==> src/sv/assert_macros.svh <==
// Assertion helpers. Each use samples on the rising edge of clock.
`ifndef ASSERT_MACROS_SVH
`define ASSERT_MACROS_SVH
`ifndef SYNTHESIS
// Check while out of reset.
`define DM2_ASSERT(lbl, prop, msg) \
   lbl: assert property (@(posedge clock) disable iff (reset) prop) else $error(msg);
// Check at every edge, reset included.
`define DM2_ASSERT_ALWAYS(lbl, prop, msg) \
   lbl: assert property (@(posedge clock) prop) else $error(msg);
`else
`define DM2_ASSERT(lbl, prop, msg)
`define DM2_ASSERT_ALWAYS(lbl, prop, msg)
`endif
`endif

==> src/sv/dm2_pkg.sv <==
package dm2_pkg;

   localparam logic [31:0] MIX_MUL     = 32'h5bd1e995;
   localparam int          MIX_SHIFT   = 24;
   localparam int          FIN_SHIFT_A = 13;
   localparam int          FIN_SHIFT_B = 15;

   localparam logic [31:0] SEED_LOW_RESET  = 32'hF835E195;
   localparam logic [31:0] SEED_HIGH_RESET = 32'h5C285D21;

   localparam int          LEN_W   = 31;
   localparam logic [LEN_W-1:0] COUNT_MAX = {LEN_W{1'b1}};

   // Register map: register i at byte address 4*i.
   localparam int          CSR_AW        = 3;
   localparam logic        CSR_SEED_LOW  = 1'b0;
   localparam logic        CSR_SEED_HIGH = 1'b1;

   localparam int          QUEUE_DEPTH = 4;
   localparam int          QUEUE_AW    = $clog2(QUEUE_DEPTH);
   localparam int          QUEUE_CW    = $clog2(QUEUE_DEPTH + 1);

   // One command from the front to the hash engine.
   typedef struct packed {
      logic             start;       // restart both hashes from seed ^ length
      logic [LEN_W-1:0] length;
      logic             mix;         // mix a complete word
      logic [31:0]      word;
      logic             fin;         // finalize and emit
      logic             tail_valid;  // 1 to 3 tail bytes present
      logic [23:0]      tail;
      logic             mismatch;
   } cmd_type;

endpackage

==> src/sv/dm2_front.sv <==
module dm2_front (
   input  logic                       clock,
   input  logic                       reset,
   input  logic                       push,
   output logic                       full,
   input  logic [7:0]                 req_data_byte,
   input  logic [dm2_pkg::LEN_W-1:0]  req_message_length,
   input  logic                       req_first_item,
   input  logic                       req_last_item,
   input  logic                       req_no_data,
   output logic                       q_push,
   output dm2_pkg::cmd_type           q_data,
   input  logic                       q_full
);

   logic [dm2_pkg::LEN_W-1:0] decl_ff, decl_in;
   logic [23:0]               pw_ff, pw_in;
   logic [1:0]                biw_ff, biw_in;
   logic [dm2_pkg::LEN_W-1:0] cnt_ff, cnt_in;

   logic                      accept;
   logic [dm2_pkg::LEN_W-1:0] decl;
   logic [23:0]               pw;
   logic [1:0]                biw;
   logic [dm2_pkg::LEN_W-1:0] cnt;

   assign full   = q_full;
   assign accept = push & ~q_full;

   always_comb begin
      decl = req_first_item ? req_message_length : decl_ff;
      pw   = req_first_item ? 24'd0 : pw_ff;
      biw  = req_first_item ? 2'd0 : biw_ff;
      cnt  = req_first_item ? '0 : cnt_ff;

      q_data            = '0;
      q_data.start      = req_first_item;
      q_data.length     = req_message_length;
      q_data.word       = {req_data_byte, pw};

      pw_in  = pw;
      biw_in = biw;
      cnt_in = cnt;
      if (!req_no_data) begin
         if (biw == 2'd3) begin
            q_data.mix = 1'b1;
            pw_in      = 24'd0;
            biw_in     = 2'd0;
         end else begin
            case (biw)
               2'd0:    pw_in = {pw[23:8], req_data_byte};
               2'd1:    pw_in = {pw[23:16], req_data_byte, pw[7:0]};
               default: pw_in = {req_data_byte, pw[15:0]};
            endcase
            biw_in = biw + 2'd1;
         end
         if (cnt != dm2_pkg::COUNT_MAX) begin
            cnt_in = cnt + 1'b1;
         end
      end

      decl_in = decl;
      if (req_last_item) begin
         q_data.fin        = 1'b1;
         q_data.tail_valid = (biw_in != 2'd0);
         q_data.tail       = pw_in;
         q_data.mismatch   = (cnt_in != decl);
         // re-arm as a zero-length message
         decl_in = '0;
         pw_in   = 24'd0;
         biw_in  = 2'd0;
         cnt_in  = '0;
      end

      q_push = accept & (q_data.start | q_data.mix | q_data.fin);
   end

   always_ff @(posedge clock) begin
      if (reset) begin
         decl_ff <= '0;
         pw_ff   <= '0;
         biw_ff  <= '0;
         cnt_ff  <= '0;
      end else if (accept) begin
         decl_ff <= decl_in;
         pw_ff   <= pw_in;
         biw_ff  <= biw_in;
         cnt_ff  <= cnt_in;
      end
   end

endmodule

==> src/sv/dm2_fifo.sv <==
`include "assert_macros.svh"

module dm2_fifo (
   input  logic              clock,
   input  logic              reset,
   input  logic              wr_en,
   input  dm2_pkg::cmd_type  wr_data,
   output logic              full,
   input  logic              rd_en,
   output dm2_pkg::cmd_type  rd_data,
   output logic              empty
);

   dm2_pkg::cmd_type                 slot_ff [dm2_pkg::QUEUE_DEPTH];
   logic [dm2_pkg::QUEUE_AW-1:0]     wr_ptr_ff, wr_ptr_in;
   logic [dm2_pkg::QUEUE_AW-1:0]     rd_ptr_ff, rd_ptr_in;
   logic [dm2_pkg::QUEUE_CW-1:0]     count_ff, count_in;
   logic                             do_wr, do_rd;

   assign full    = (count_ff == dm2_pkg::QUEUE_CW'(dm2_pkg::QUEUE_DEPTH));
   assign empty   = (count_ff == '0);
   assign rd_data = slot_ff[rd_ptr_ff];
   assign do_wr   = wr_en & ~full;
   assign do_rd   = rd_en & ~empty;

   always_comb begin
      wr_ptr_in = do_wr ? wr_ptr_ff + 1'b1 : wr_ptr_ff;
      rd_ptr_in = do_rd ? rd_ptr_ff + 1'b1 : rd_ptr_ff;
      count_in  = count_ff;
      if (do_wr && !do_rd) begin
         count_in = count_ff + 1'b1;
      end else if (do_rd && !do_wr) begin
         count_in = count_ff - 1'b1;
      end
   end

   always_ff @(posedge clock) begin
      if (reset) begin
         wr_ptr_ff <= '0;
         rd_ptr_ff <= '0;
         count_ff  <= '0;
      end else begin
         wr_ptr_ff <= wr_ptr_in;
         rd_ptr_ff <= rd_ptr_in;
         count_ff  <= count_in;
      end
   end

   always_ff @(posedge clock) begin
      if (do_wr) begin
         slot_ff[wr_ptr_ff] <= wr_data;
      end
   end

   `DM2_ASSERT(a_count_bound, count_ff <= dm2_pkg::QUEUE_CW'(dm2_pkg::QUEUE_DEPTH), "queue count overflow")
   `DM2_ASSERT(a_ptr_count, (wr_ptr_ff - rd_ptr_ff) == count_ff[dm2_pkg::QUEUE_AW-1:0], "queue pointers disagree with count")

endmodule

==> src/sv/dm2_back.sv <==
`include "assert_macros.svh"

module dm2_back (
   input  logic              clock,
   input  logic              reset,
   input  logic [31:0]       seed_low,
   input  logic [31:0]       seed_high,
   input  dm2_pkg::cmd_type  q_data,
   input  logic              q_empty,
   output logic              q_pop,
   output logic              empty,
   input  logic              pop,
   output logic [63:0]       rsp_hash_value,
   output logic              rsp_length_mismatch
);

   localparam logic [3:0] ST_IDLE = 4'd0;
   localparam logic [3:0] ST_K2   = 4'd1;
   localparam logic [3:0] ST_HL   = 4'd2;
   localparam logic [3:0] ST_HH   = 4'd3;
   localparam logic [3:0] ST_TL   = 4'd4;
   localparam logic [3:0] ST_TH   = 4'd5;
   localparam logic [3:0] ST_FL   = 4'd6;
   localparam logic [3:0] ST_FH   = 4'd7;
   localparam logic [3:0] ST_OUT  = 4'd8;

   logic [3:0]  state_ff, state_in;
   logic [31:0] hlo_ff, hlo_in;
   logic [31:0] hhi_ff, hhi_in;
   logic [31:0] k_ff, k_in;
   logic        fin_ff, fin_in;
   logic        tv_ff, tv_in;
   logic [23:0] tail_ff, tail_in;
   logic        mis_ff, mis_in;
   logic        rsp_valid_ff, rsp_valid_in;
   logic [63:0] rsp_hash_ff, rsp_hash_in;
   logic        rsp_mis_ff, rsp_mis_in;

   logic [31:0] mul_a;
   logic [31:0] product;
   logic        slot_free;

   assign slot_free           = ~rsp_valid_ff | pop;
   assign empty               = ~rsp_valid_ff;
   assign rsp_hash_value      = rsp_hash_ff;
   assign rsp_length_mismatch = rsp_mis_ff;

   // one shared multiplier, operand picked by step
   always_comb begin
      case (state_ff)
         ST_IDLE: mul_a = q_data.word;
         ST_K2:   mul_a = k_ff ^ (k_ff >> dm2_pkg::MIX_SHIFT);
         ST_HL:   mul_a = hlo_ff;
         ST_HH:   mul_a = hhi_ff;
         ST_TL:   mul_a = hlo_ff ^ {8'd0, tail_ff};
         ST_TH:   mul_a = hhi_ff ^ {8'd0, tail_ff};
         ST_FL:   mul_a = hlo_ff ^ (hlo_ff >> dm2_pkg::FIN_SHIFT_A);
         ST_FH:   mul_a = hhi_ff ^ (hhi_ff >> dm2_pkg::FIN_SHIFT_A);
         default: mul_a = 32'd0;
      endcase
      product = mul_a * dm2_pkg::MIX_MUL;
   end

   always_comb begin
      state_in     = state_ff;
      hlo_in       = hlo_ff;
      hhi_in       = hhi_ff;
      k_in         = k_ff;
      fin_in       = fin_ff;
      tv_in        = tv_ff;
      tail_in      = tail_ff;
      mis_in       = mis_ff;
      rsp_valid_in = rsp_valid_ff & ~pop;
      rsp_hash_in  = rsp_hash_ff;
      rsp_mis_in   = rsp_mis_ff;
      q_pop        = 1'b0;

      case (state_ff)
         ST_IDLE: begin
            if (!q_empty) begin
               q_pop   = 1'b1;
               k_in    = product;
               fin_in  = q_data.fin;
               tv_in   = q_data.tail_valid;
               tail_in = q_data.tail;
               mis_in  = q_data.mismatch;
               if (q_data.start) begin
                  hlo_in = seed_low ^ {1'b0, q_data.length};
                  hhi_in = seed_high ^ {1'b0, q_data.length};
               end
               if (q_data.mix) begin
                  state_in = ST_K2;
               end else if (q_data.fin) begin
                  state_in = ST_TL;
               end
            end
         end
         ST_K2: begin
            k_in     = product;
            state_in = ST_HL;
         end
         ST_HL: begin
            hlo_in   = product ^ k_ff;
            state_in = ST_HH;
         end
         ST_HH: begin
            hhi_in   = product ^ k_ff;
            state_in = fin_ff ? ST_TL : ST_IDLE;
         end
         ST_TL: begin
            if (tv_ff) begin
               hlo_in = product;
            end
            state_in = ST_TH;
         end
         ST_TH: begin
            if (tv_ff) begin
               hhi_in = product;
            end
            state_in = ST_FL;
         end
         ST_FL: begin
            hlo_in   = product;
            state_in = ST_FH;
         end
         ST_FH: begin
            hhi_in   = product;
            state_in = ST_OUT;
         end
         ST_OUT: begin
            // hold until the result register frees, then re-arm from the seeds
            if (slot_free) begin
               rsp_valid_in = 1'b1;
               rsp_hash_in  = {hhi_ff ^ (hhi_ff >> dm2_pkg::FIN_SHIFT_B),
                               hlo_ff ^ (hlo_ff >> dm2_pkg::FIN_SHIFT_B)};
               rsp_mis_in   = mis_ff;
               hlo_in       = seed_low;
               hhi_in       = seed_high;
               state_in     = ST_IDLE;
            end
         end
         default: begin
            state_in = ST_IDLE;
         end
      endcase
   end

   always_ff @(posedge clock) begin
      if (reset) begin
         state_ff     <= ST_IDLE;
         rsp_valid_ff <= 1'b0;
         hlo_ff       <= '0;
         hhi_ff       <= '0;
      end else begin
         state_ff     <= state_in;
         rsp_valid_ff <= rsp_valid_in;
         hlo_ff       <= hlo_in;
         hhi_ff       <= hhi_in;
      end
   end

   always_ff @(posedge clock) begin
      k_ff        <= k_in;
      fin_ff      <= fin_in;
      tv_ff       <= tv_in;
      tail_ff     <= tail_in;
      mis_ff      <= mis_in;
      rsp_hash_ff <= rsp_hash_in;
      rsp_mis_ff  <= rsp_mis_in;
   end

   `DM2_ASSERT_ALWAYS(a_reset_idle, reset |=> (state_ff == ST_IDLE) && !rsp_valid_ff, "engine not idle after reset")
   `DM2_ASSERT(a_out_load, (state_ff == ST_OUT) && slot_free |=> (state_ff == ST_IDLE) && rsp_valid_ff, "finished hash not delivered")
   `DM2_ASSERT(a_rsp_source, $rose(rsp_valid_ff) |-> $past(state_ff) == ST_OUT, "result appeared outside output step")

endmodule

==> src/sv/dual_murmur2_neutral_hash64.sv <==
// Path: a last word reaches the result ports through the 4-entry queue and the engine steps (K2,
// HL, HH if it completes a 4-byte word; then TL, TH, FL, FH, OUT), behind any commands queued ahead of it.
// Throughput: one byte per cycle at the input while the 4-entry queue has room; the shared
// multiplier in the hash engine serves each complete word in IDLE, K2, HL, HH and each finalization
// in TL, TH, FL, FH; the engine pops only in IDLE, and the output step holds while an unread result waits.
// Reset: synchronous, active high; clears both hashes and counters, seeds take their defaults.
`include "assert_macros.svh"

module dual_murmur2_neutral_hash64 (
   input  logic                        clock,
   input  logic                        reset,
   input  logic                        push,
   output logic                        full,
   input  logic [7:0]                  req_data_byte,
   input  logic [dm2_pkg::LEN_W-1:0]   req_message_length,
   input  logic                        req_first_item,
   input  logic                        req_last_item,
   input  logic                        req_no_data,
   output logic                        empty,
   input  logic                        pop,
   output logic [63:0]                 rsp_hash_value,
   output logic                        rsp_length_mismatch,
   input  logic                        psel,
   input  logic                        penable,
   input  logic                        pwrite,
   input  logic [dm2_pkg::CSR_AW-1:0]  paddr,
   input  logic [31:0]                 pwdata,
   output logic [31:0]                 prdata,
   output logic                        pready
);

   logic [31:0]      seed_low_ff, seed_low_in;
   logic [31:0]      seed_high_ff, seed_high_in;
   logic             csr_wr;
   logic             q_push, q_full, q_pop, q_empty;
   dm2_pkg::cmd_type q_wdata, q_rdata;

   assign pready = 1'b1;
   assign csr_wr = psel & penable & pwrite;

   always_comb begin
      seed_low_in  = seed_low_ff;
      seed_high_in = seed_high_ff;
      if (csr_wr) begin
         case (paddr[2])
            dm2_pkg::CSR_SEED_LOW:  seed_low_in  = pwdata;
            dm2_pkg::CSR_SEED_HIGH: seed_high_in = pwdata;
            default:                seed_low_in  = seed_low_ff;
         endcase
      end
      case (paddr[2])
         dm2_pkg::CSR_SEED_LOW:  prdata = seed_low_ff;
         dm2_pkg::CSR_SEED_HIGH: prdata = seed_high_ff;
         default:                prdata = 32'd0;
      endcase
   end

   always_ff @(posedge clock) begin
      if (reset) begin
         seed_low_ff  <= dm2_pkg::SEED_LOW_RESET;
         seed_high_ff <= dm2_pkg::SEED_HIGH_RESET;
      end else begin
         seed_low_ff  <= seed_low_in;
         seed_high_ff <= seed_high_in;
      end
   end

   dm2_front u_front (
      .clock              (clock),
      .reset              (reset),
      .push               (push),
      .full               (full),
      .req_data_byte      (req_data_byte),
      .req_message_length (req_message_length),
      .req_first_item     (req_first_item),
      .req_last_item      (req_last_item),
      .req_no_data        (req_no_data),
      .q_push             (q_push),
      .q_data             (q_wdata),
      .q_full             (q_full)
   );

   dm2_fifo u_fifo (
      .clock   (clock),
      .reset   (reset),
      .wr_en   (q_push),
      .wr_data (q_wdata),
      .full    (q_full),
      .rd_en   (q_pop),
      .rd_data (q_rdata),
      .empty   (q_empty)
   );

   dm2_back u_back (
      .clock               (clock),
      .reset               (reset),
      .seed_low            (seed_low_ff),
      .seed_high           (seed_high_ff),
      .q_data              (q_rdata),
      .q_empty             (q_empty),
      .q_pop               (q_pop),
      .empty               (empty),
      .pop                 (pop),
      .rsp_hash_value      (rsp_hash_value),
      .rsp_length_mismatch (rsp_length_mismatch)
   );

endmodule
==> config.mk <==
export PLATFORM = sky130hd
export DESIGN_NAME = dual_murmur2_neutral_hash64
export DESIGN_NICKNAME = d
export VERILOG_FILES = /design/src/sv/dm2_pkg.sv /design/src/sv/dm2_front.sv /design/src/sv/dm2_fifo.sv /design/src/sv/dm2_back.sv /design/src/sv/dual_murmur2_neutral_hash64.sv
export VERILOG_INCLUDE_DIRS = /design/src /design/src/sv
export SDC_FILE = /design/constraint.sdc
export NUM_CORES = 2
export LEC_CHECK = 0
export BUFFER_PORTS_ARGS = -buffer_cell sky130_fd_sc_hd__buf_2
export CAP_MARGIN = 15
export CORE_ASPECT_RATIO = 2
export CORE_MARGIN = 5
export CORE_UTILIZATION = 55
export CTS_BUF_LIST = sky130_fd_sc_hd__clkbuf_16
export DETAILED_ROUTE_END_ITERATION = 10
export PLACE_DENSITY = 0.78
export SLEW_MARGIN = 20
export SYNTH_ARGS = -nofsm -noshare
export SYNTH_HDL_FRONTEND = slang
export SYNTH_SLANG_ARGS = --single-unit
==> constraint.sdc <==
create_clock -name clock -period 15.6 [get_ports clock]
set_input_delay 0.78 -clock clock [delete_from_list [all_inputs] [get_ports clock]]
set_output_delay 0.78 -clock clock [all_outputs]
set_load 0.02 [all_outputs]
; ---- Yosys cells after proc, flatten, opt, wreduce, memory -nomap -nowiden
; Memory sizes are Yosys's and may differ from the RTL's. A register that Yosys moved wholly into a read port is not among the register bits.
; Cells that the tools add are included.
[totals]
register_bits = 352
latchBits = 0
ram_bits = 368
mem_bits_ro = 0
elab_cells = 139
n_memories = 1
[classes]
add_sub_neg = 6
n_mul = 1
div_mod_pow = 0
n_lt_le_gt_ge = 0
n_eq_ne = 19
shifts = 0
n_mux = 47
bitwise = 25
reduce_logical = 20
[mem_list]
columns = name, words, width, rd, rd_clocked_by_memory_dff, wr, line_no
row1 = u_fifo.slot_ff, 4, 92, 1, 1, 1, dm2_fifo.sv:14  ; dm2_pkg::cmd_type slot_ff [dm2_pkg::QUEUE_DEPTH];
[op_table]
columns = operator, count
row1 = $pmux 32 s5, 2
row2 = $mux 32, 8
row3 = $pmux 32 s8, 1
row4 = $mux 31, 6
row5 = $pmux 32 s2, 2
row6 = $mux 24, 4
row7 = $xor 32x17->32, 2
row8 = $xor 32x19->32, 2
row9 = $xor 32x24->32, 2
row10 = $xor 32x31->32, 2
row11 = $pmux 24 s2, 1
row12 = $pmux 4 s9, 1
row13 = $mul 32x31->32 const B, 1
row14 = $xor 32x32->32, 1
row15 = $xor 32x8->32, 1
row16 = $add 31x1->31 const B, 1
row17 = $ne 31x31->1, 1
row18 = $ne 31x31->1 const B, 1
row19 = $mux 27, 1
row20 = $eq 4x3->1 const B, 4
row21 = $mux 4, 4
row22 = $mux 2, 6
row23 = $reduce_and 2->1, 5
row24 = $reduce_and 5->1, 2
row25 = other kinds (25), 57

; ---- Depth between registers and ports, before layout
[depth]
ltp_word = 13
ltp_mapped = 36
mapped_depth_nobuf = 33

; ---- Hierarchy
; From an unflattened synthesis, not the netlist that was laid out.
[unflattened]
hier_cells = 3657
hier_area_um2 = 42560.8
[by_module_without_submodules]
columns = mod, instances, cells_each, area_each_um2, seq_area_each_um2
row1 = dm2_back, 1, 2009, 19665.1, 5104.9
row2 = dm2_fifo, 1, 528, 13739.4, 11230.8
row3 = dm2_front, 1, 819, 6115.9, 1761.7
row4 = dual_murmur2_neutral_hash64, 1, 301, 3040.4, 1281.2

; ---- Worst setup path after synthesis
; No wires, ideal clock.
[synth_timing]
path_type = register -> register
from = register u_back.state_ff[3]
to = register u_back.hlo_ff[30]
t_arrival_ns = 8.885
required_ns = 15.467
setup_slack_ns = 6.582
path_stages_with_launch = 32
n_path_buf = 4
cell_sequence = dfxtp_1 > and4bb_1 > buf_2 > buf_2 > buf_1 > mux2i_1 > xor2_1 > o21ai_0 > fa_1 > ha_1 > inv_1 > fa_1 > fa_1 > fa_1 > inv_1 > fa_1 > fa_1 > inv_1 > fa_1 > inv_1 > ha_1 > clkbuf_1 > a21oi_1 > o21bai_1 > a21oi_1 > o21bai_1 > a2111oi_0 > o21ai_0 > o211ai_1 > xnor3_1 > a221oi_1 > nor3_1
[synth_via]
elab_chain_len = 5
word_cells_on_any_way = 20
cone_classes = 1 x mul / 12 x eq/ne / 3 x mux / 1 x bitwise / 3 x reduce/logical
[synth_lines]
columns = element, line_no
row1 = from (decl), dm2_back.sv:27  ; logic [3:0] state_ff, state_in;
row2 = from (signal assigned), dm2_back.sv:155  ; state_ff <= state_in;
row3 = $eq 4x3->1 (tied with other cells), dm2_back.sv:50  ; case (state_ff)
row4 = $pmux 32 s8, dm2_back.sv:50
row5 = $mul 32x31->32, dm2_back.sv:61  ; product = mul_a * dm2_pkg::MIX_MUL;
row6 = $mux 32 / $xor 32x32->32 (equally long branches), "dm2_back.sv:111, dm2_back.sv:103"
row7 = $pmux 32 s5, dm2_back.sv:78  ; case (state_ff)
row8 = to (signal assigned), dm2_back.sv:157  ; hlo_ff <= hlo_in;
row9 = to (decl), dm2_back.sv:28  ; logic [31:0] hlo_ff, hlo_in;
; Parallel ways exist; a longest one is shown, timed or not. The select of a mux whose other input is x is not followed.
; A chain may end at the register's enable or synchronous reset.

; ---- Worst setup path after layout
[layout_timing]
from = register u_back.state_ff[2]
to = register u_back.hlo_ff[29]
; The elaborated chain is that of the path after synthesis.

==> reports/results.txt <==
status = finished clean
dpl cells = 4,634
Seq/Total Area, Yosys = 0.4693
post-synthesis cell type count = 94
fin cells = 4,760
drt wl/cell = 28.21 um
share of the synthesized area in the top cell type = 0.3578
clk slew on worst S/H paths = 0.08 ns
max cap viols = 0
Placement Setup Slack = 4.858 ns
final worst slack = 4.544 ns
CP Launch Type = register
CP delay by family, top = adder cells
CP endpoint kind = register
Yosys reg bits = 722
DP HPWL = 99,160 um
Synth Area per Inst = 11.64 um2
Worst EP arrival = 11.60 ns
die width = 203.7 um
Syn Nets = 4,037
Synth Instances = 3,546
Final Hold Fails = 0
R2R depth = 35
Sum Neg Setup Slack = 0 ns
grt ovf = 0
Max Buffers Root-to-Sink = 3
Crit path required time = 16.14 ns
largest family of logic cells by synthesized area = adder cells
drt first pass iters = 7
wire length of the first global-routing pass = 194,400 um
slowest cell on the critical path = xnor2_1
CP Max Fanout = 26
Hold Path Class = in -> reg
post-synthesis xor/xnor area fraction = 0.06230
CTS tree = yes
Bufs and invs on worst path = 9
EDFF count, synth = 492
post-route ant nets = 0
post-synthesis simple-gate area fraction = 0.09806
slew of the pin with the lowest slew margin = 1.232 ns
Final nets = 4,184
CTS resizes = 0
Synth async-reset ratio = 0
clk_skew = 0.05678 ns
CTS Sinks = 722
Starting Density = 0.5520
Cell Area, Synth = 41,290 um2
routed vias/inst = 6.182
Crit path depth = 35
post-route minimum period = 11.06 ns
initial antenna violation count = 9
Synth area leaders = edfxtp_1, dfxtp_1, fa_1, ha_1, mux4_2
CP most frequent cell = inv_1
Primary FF master, synth = edfxtp_1
CTS H-tree depth = 2
yosys warns = 0
total track usage = 0.3286
Core Footprint = 74,800 um2
# IOs = 184
vias = 29,430
post-synth top area cell = edfxtp_1
initial DRC count = 2,803
post-synthesis mux area share = 0.06573
Synth-to-Final Area Change = 10.41%
final setup fails = 0
hold-critical path depth = 3
die height = 397.5 um
RePlAce Congestion = 1.030
largest stage delay on the critical path = 0.87 ns
IO Port Bufs = 180
unrepaired setup endpoints after global routing = false
Post-Synth Adder-Cell Area = 0.1564
largest net degree at the start of global routing = 117
number of cell rows = 142
filler cell count = 5,922
Hold Buf Count CTS = 0
Post-route DRC = 0
Setup CP Type = reg -> reg
complex-gate fraction of the synthesized area = 0.09688
achievable frequency = 90.45 MHz
share of layout cells above drive strength 1 = 0.1423
CTS root buffer = clkbuf_16
Routed WL = 134,300 um
period utilisation layout = 0.7087
die area = 80,990 um2
slew margin rel. = 0.1790
fin. max-slew vios = 0
CTS buffer count = 60
# Post-CTS Setup Buffers = 0
Clock Latency Late Sink = 0.68 ns
vias in the first global route = 29,890
-- cell usage in the layout (no fill, tap or decap), drive strengths merged, types with 11 or more instances in the layout --
cell type,instances
edfxtp,492
inv,384
nand2,286
nor2,282
buf,257
dfxtp,230
ha,225
fa,182
xnor2,142
xor2,140
a21oi,124
o21ai,123
a22oi,96
mux4,92
clkbuf,64
nor3,57
a221oi,54
and2,45
nor2b,37
nand3b,36
mux2,33
a221o,32
nand3,30
mux2i,27
clkinv,20
a222oi,18
a21o,16
a211oi,14
o211ai,13
and3,13
nand4,12
bufinv,11
nor4,11
-- path summary, 6_finish.rpt --
check                     startpoint           endpoint  slack [ns]
setup / recovery  u_back.state_ff[2]  u_back.hlo_ff[29]        4.54
hold / removal            pwdata[26]   seed_high_ff[26]        0.33
setup reg to reg  u_back.state_ff[2]  u_back.hlo_ff[29]        4.54
hold reg to reg     seed_high_ff[29]   seed_high_ff[29]        0.49
-- worst register-to-register path: cells and delay by family, from the launching register on --
family | cells | cell delay, ns
DFF | 1 | 0.75
AOI/OAI and AO/OA | 10 | 2.76
adders and majority gates | 9 | 4.00
xor gates and xnor gates | 1 | 0.87
buffers and inverters | 9 | 1.34
and+or+nand+nor | 6 | 1.24
-- metrics by stage --
| stage | instance area, um2 | utilization | hold WS (ns) |
|---|---|---|---|
| finish | 45590 | 0.6095 | 0.3340 |
| global route | 45580 | 0.6093 | 0.3201 |
| CTS | 45540 | 0.6088 | 0.3131 |
| detailed placement | 43380 | 0.5799 | 0.4761 |
| global placement | 43380 | 0.5799 | 0.4685 |
| floorplan | 41290 | - | 0.4003 |
-- logic make-up after synthesis --
| group | Yosys count |
|---|---|
| simple gates | 856 |
| flops | 722 |
| compound gates | 577 |
| buf+inv | 546 |
| fa+ha+maj | 407 |
| xor+xnor | 285 |
| mux | 152 |
| other cells | 1 |
-- state kept, by name, summed over array words and instances (netlist names), 2 cells and up, named ones only --
signal and cells:
seed_high_ff 32, seed_low_ff 32, u_back.hhi_ff 32, u_back.hlo_ff 32, u_back.k_ff 32, u_back.rsp_hash_value 64, u_back.state_ff 4, u_back.tail_ff 24
u_fifo.count_ff 3, u_fifo.rd_ptr_ff 2, u_fifo.slot_ff 368, u_fifo.wr_ptr_ff 2, u_front.biw_ff 2, u_front.cnt_ff 31, u_front.decl_ff 31, u_front.pw_ff 24
-- synth_stat cells (9+ instances only) --
library cell  count
edfxtp_1        492
inv_1           370
nand2_1         284
nor2_1          280
dfxtp_1         230
ha_1            225
fa_1            182
xnor2_1         140
xor2_1          139
clkbuf_1        132
a21oi_1         124
o21ai_0         119
a22oi_1          96
mux4_2           92
nor3_1           54
a221oi_1         53
and2_1           42
nor2b_1          36
nand3b_1         35
mux2_2           33
a221o_1          31
nand3_1          30
mux2i_1          27
buf_1            20
a222oi_1         18
a21o_1           16
a211oi_1         14
and3_1           13
buf_2            13
o211ai_1         13
nand4_1          11
a31oi_1          10
o22ai_1          10
nor3b_1           9
-- layer usage --
metal / wire (um) / GRT usage / up-vias / part of all wire
li1: - / - / 12840 / -
met1: 44180 / 0.3546 / 14610 / 0.33
met2: 66070 / 0.5517 / 1473 / 0.49
met3: 9072 / 0.05725 / 501 / 0.068
met4: 14910 / 0.2862 / 6 / 0.11
met5: 34 / 0 / - / 0.00025
-- layout make-up --
cell class | instances | area [um2] | share of cell area
antenna | 7 | 17.52 | 0.0003842
clock buffer | 61 | 1526 | 0.03348
clock inverter | 53 | 636.9 | 0.01397
inverter | 371 | 1393 | 0.03055
multi-input combinational | 2278 | 19870 | 0.4357
sequential | 722 | 19390 | 0.4253
tap | 1008 | 1261 | 0.02766
timing repair buffer | 260 | 1503 | 0.03296
Power is left out: the tool's default activity adds up to more than one toggle a clock period on the data nets, which glitch-free logic cannot reach.
